**src/hdl/psc_div.sv**
```systemverilog
// ----------------------------------------------------------------------------
// psc_div
// Pipelined unsigned restoring divider, one quotient bit per stage, with a
// sideband word that travels along. The whole pipe moves when en is high.
// ----------------------------------------------------------------------------
module psc_div #(
  parameter int NW = 27,
  parameter int DW = 19,
  parameter int SW = 1
) (
  input  logic          clk,
  input  logic          rst_n,
  input  logic          en,
  input  logic          in_valid,
  input  logic [NW-1:0] in_num,
  input  logic [DW-1:0] in_den,
  input  logic [SW-1:0] in_side,
  output logic          out_valid,
  output logic [NW-1:0] out_quo,
  output logic [SW-1:0] out_side
);

  logic          v_r    [NW];
  logic [NW-1:0] num_r  [NW];
  logic [DW-1:0] rem_r  [NW];
  logic [DW-1:0] den_r  [NW];
  logic [SW-1:0] side_r [NW];
  logic [DW+NW-1:0] step_nxt [NW];

  // one restoring step: remainder and numerator/quotient shift word
  function automatic logic [DW+NW-1:0] div_step(input logic [DW-1:0] rem,
                                                input logic [NW-1:0] num,
                                                input logic [DW-1:0] den);
    logic [DW:0] t;
    logic [DW:0] d;
    logic        ge;
    t  = {rem, num[NW-1]};
    d  = t - {1'b0, den};
    ge = (t >= {1'b0, den});
    return {(ge ? d[DW-1:0] : t[DW-1:0]), num[NW-2:0], ge};
  endfunction

  always_comb begin
    step_nxt[0] = div_step('0, in_num, in_den);
    for (int s = 1; s < NW; s++) begin
      step_nxt[s] = div_step(rem_r[s-1], num_r[s-1], den_r[s-1]);
    end
  end

  // valid bits
  always_ff @(posedge clk) begin
    if (!rst_n) begin
      for (int s = 0; s < NW; s++) v_r[s] <= 1'b0;
    end else if (en) begin
      v_r[0] <= in_valid;
      for (int s = 1; s < NW; s++) v_r[s] <= v_r[s-1];
    end
  end

  // payload
  always_ff @(posedge clk) begin
    if (en) begin
      rem_r[0]  <= step_nxt[0][DW+NW-1:NW];
      num_r[0]  <= step_nxt[0][NW-1:0];
      den_r[0]  <= in_den;
      side_r[0] <= in_side;
      for (int s = 1; s < NW; s++) begin
        rem_r[s]  <= step_nxt[s][DW+NW-1:NW];
        num_r[s]  <= step_nxt[s][NW-1:0];
        den_r[s]  <= den_r[s-1];
        side_r[s] <= side_r[s-1];
      end
    end
  end

  assign out_valid = v_r[NW-1];
  assign out_quo   = num_r[NW-1];
  assign out_side  = side_r[NW-1];

endmodule

```
**config.mk**
```make
export PLATFORM = sky130hd
export DESIGN_NAME = psc_div
export DESIGN_NICKNAME = d
export VERILOG_FILES = /design/src/hdl/psc_div.sv
export SDC_FILE = /design/constraint.sdc
export NUM_CORES = 2
export LEC_CHECK = 0
export ABC_AREA = 1
export BUFFER_PORTS_ARGS = -buffer_cell sky130_fd_sc_hd__buf_4
export CAP_MARGIN = 40
export CORE_ASPECT_RATIO = 0.6
export CORE_MARGIN = 2
export CORE_UTILIZATION = 45
export DETAILED_ROUTE_END_ITERATION = 16
export MAX_ROUTING_LAYER = met4
export PLACE_DENSITY_LB_ADDON = 0.2
export SLEW_MARGIN = 5
export SYNTH_ARGS = -nofsm -noshare
export SYNTH_HDL_FRONTEND = slang
export SYNTH_SLANG_ARGS = --single-unit
```
**constraint.sdc**
```tcl
create_clock -name clk -period 2.23 [get_ports clk]
set_clock_uncertainty 0.05 [all_clocks]
set_input_delay 0.446 -clock clk [delete_from_list [all_inputs] [get_ports clk]]
set_output_delay 0.446 -clock clk [all_outputs]
set_load 0.02 [all_outputs]
```
==> reports/metrics.yaml <==
grt:
  grt_pass1_wl_um: 381000
  overflow: 0
  grtUsageTotal_pct: 24.4
  first_global_vias: 64400
  grt_max_degree: 93
  antenna_found_initial: 6
placement:
  hpwl_um: 187000
  port_buffers: 79
  finalWeightedCongestion: 0.986
critical_path:
  start_kind: "register"
  worstPathCellList: "ha_2 > fa_2 > nand3b_1 > nand2_2 > nand3_2 > nand3_4 > nand2_4 > nand2_8 > inv_8 > nand2_1 > nand2_1"
  slowest_delay_ns: 0.49
  required_ns: 2.75
  crit_path_frequent_cell: "nand2_1"
  critPathSlowestCell: "edfxtp_1"
  worstSetupPathType: "register to register"
  end_kind: "register"
  worstPathMaxFanout: 9
  crit_arrival_ns: 2.94
clock_tree:
  tritoncts: "yes"
  cts.clk_slew.worst_paths_ns: 0.06
  clockBufferDepth: 4
  clock-sinks: 1771
  htree_levels: 4
  clk_latency_ns: 0.87
  numCtsBuffers: 180
  cts_root_buffer: "clkbuf_16"
timing:
  fin_crit_sh_pct: 109
  tightest_slew_ns: 0.610
  finalSetupViolCount: 342
  fin_ws_ns: -0.193
  hold_viol: 0
  fin_crit_ns: 2.42
  fmax_ghz: 0.413
  finalMaxSlewViolations: 0
  rsz0062_at_grt: "true"
  fin_setup_tns_ns: -17.17
  slew_headroom_pct: 58.9
job:
  maxCapViolCount: 0
cells_and_area:
  area_growth_pct: 29.2
  nNetsFinal: 11800
  layout_common_cells: "2992 x nand2_1, 1770 x edfxtp_1, 1455 x inv_1"
  drive_gt1_share_pct: 24.8
  final_common_cell: "nand2_1"
floorplan:
  core_area_um2: 203000
  start_util_pct: 45.3
  dieWidth_um: 587
  die_height_um: 354
  die_area_um2: 208000
  io_pins: 80
  num_rows: 128
min_path:
  hold_class: "input port to register"
route:
  antenna_left: 0
  avgRoutedWirePerCell_um: 18.3
  drtIter0Drc: 7071
  first_pass_iters: 6
  via_per_inst: 4.96
  drc_errors: 0
  vias: 69700
  finalWirelength_um: 256000
synthesis:
  netlist_instances: 9601
  async_flop_share_pct: 0
  synth_top_family_by_area: "simple AND/OR/NAND/NOR gates"
  ys.flop_type: "edfxtp_1"
  yosys.area_share.adder_pct: 7.30
  synth_area_leader_cell: "edfxtp_1"
  syn_area_per_cell_um2: 9.57
  synth_area_um2: 91900
  yosysSeqAreaShare_pct: 57.9
  synth_mux_area_share_pct: 0
  synth.net_count: 10200
  ys_types: 38
  yosys.area_share.simple_pct: 22.2
  ys_warn_count: 0
  synth_edf_count: 1770
  ys_ff_latch: 1771
  synth_compound_area_share_pct: 2.83
  synthXorXnorAreaFrac_pct: 2.39
  yosysTopAreaCellShare_pct: 57.8
  synth_area_leaders: "edfxtp_1 58%, nand2_1 13%, ha_1 6.8%, inv_1 6.2%, nand3_1 2.8%"
pwr:
  powerDensity_nw_per_um2: 1360
  peakVddDrop_mv: 0.646
  finalPower_uw: 162000
  p_leak_uw: 0.0542
status:
  status: "finished with violations"
  violations: "negative setup slack"
[final timing paths]
check	depth (start not counted)	slack, ns	to	startpoint
max reg2reg	11	-0.19	rem_r[0][239]	den_r[1][57]
min reg2reg	0	0.34	num_r[1][79]	num_r[1][51]
min	2	0.26	num_r[0][4]	in_num[3]
max	11	-0.19	rem_r[0][239]	den_r[1][57]
[what timing repair did]
item / CTS / global route
gates cloned: 34 / 32
resized for setup: 683 / 692
hold endpoints to repair: 62 / 0
setup buffers: 148 / 116
endpoints found under the setup margin: 489 / 492
hold buffers: 50 / 0
pin swaps: 140 / 200
[registers in the layout, summed over array words and instances (netlist names)]
register  flops
den_r       494
rem_r       494
side_r       27
num_r       729
v_r          27
[worst max-delay path: cells and delay by family (launching register included)]
kind	cells	cell delay, ns
simple gates	8	0.94
fa+ha+maj	2	0.60
flops	1	0.49
buf+inv	1	0.08
[area by class of cell]
| cell class | count | area [µm²] |
|---|---|---|
| Fill cell | 17500 | 84200 |
| Timing Repair Buffer | 1466 | 12700 |
| Antenna cell | 2 | 5.00 |
| Tap cell | 2730 | 3420 |
| Clock inverter | 106 | 1070 |
| Clock buffer | 213 | 4690 |
| Timing Repair inverter | 34 | 330 |
| Inverter | 1540 | 6030 |
| Sequential cell | 1771 | 53200 |
| Multi-Input combinational cell | 6189 | 37400 |
[synth_stat cells, types with 3 or more instances]
cell type  instances
ha_1             496
inv_2              6
a21oi_2            3
nor3_2             6
nand2_2           60
inv_1           1510
o21bai_1          29
o21a_1             8
nor2_2            48
nand4_1           10
edfxtp_1        1770
nand2_1         3289
nand3b_1         126
buf_4             41
o21ai_0          117
nor2_4             3
nand3_1          515
inv_4             23
a21oi_1          287
and2_1            33
buf_6             60
nor2_1           648
fa_1              25
nor3_1           148
nor4_1             9
nand2_4           16
o21ai_1           52
xnor2_1           75
xor2_1           176
[per-layer routing]
layer	global-route usage, %	wire length [µm]
met2	29.5	93600
met4	3.83	3410
met5	-	0
met1	40.7	137000
met3	5.23	22700
[cell families after synthesis]
group / after synthesis
compound gates: 498
xor+xnor: 251
fa+ha+maj: 521
buf+inv: 1644
flops: 1771
simple gates: 4916
[stage by stage]
| stage | area [µm²] | setup slack (ns) | hold slack, ns | utilization [%] | cells |
|---|---|---|---|---|---|
| 2_1_floorplan | 91900 | -0.00365 | 0.350 | - | 9601 |
| 3_3_place_gp | 104000 | -0.315 | 0.350 | 51.0 | 13400 |
| 3_5_place_dp | 104000 | -0.313 | 0.355 | 51.0 | 13400 |
| 4_1_cts | 114000 | -0.0976 | 0.206 | 56.4 | 13900 |
| 5_1_grt | 119000 | -0.236 | 0.215 | 58.5 | 14100 |
| 6_report | 119000 | -0.193 | 0.263 | 58.5 | 14100 |
[power breakdown]
group | internal, µW | switching, µW
Combinational | 34000 | 46900
Sequential | 45900 | 4840
Clock | 17100 | 13200
Note: power is estimated with default switching activity, not from simulation.
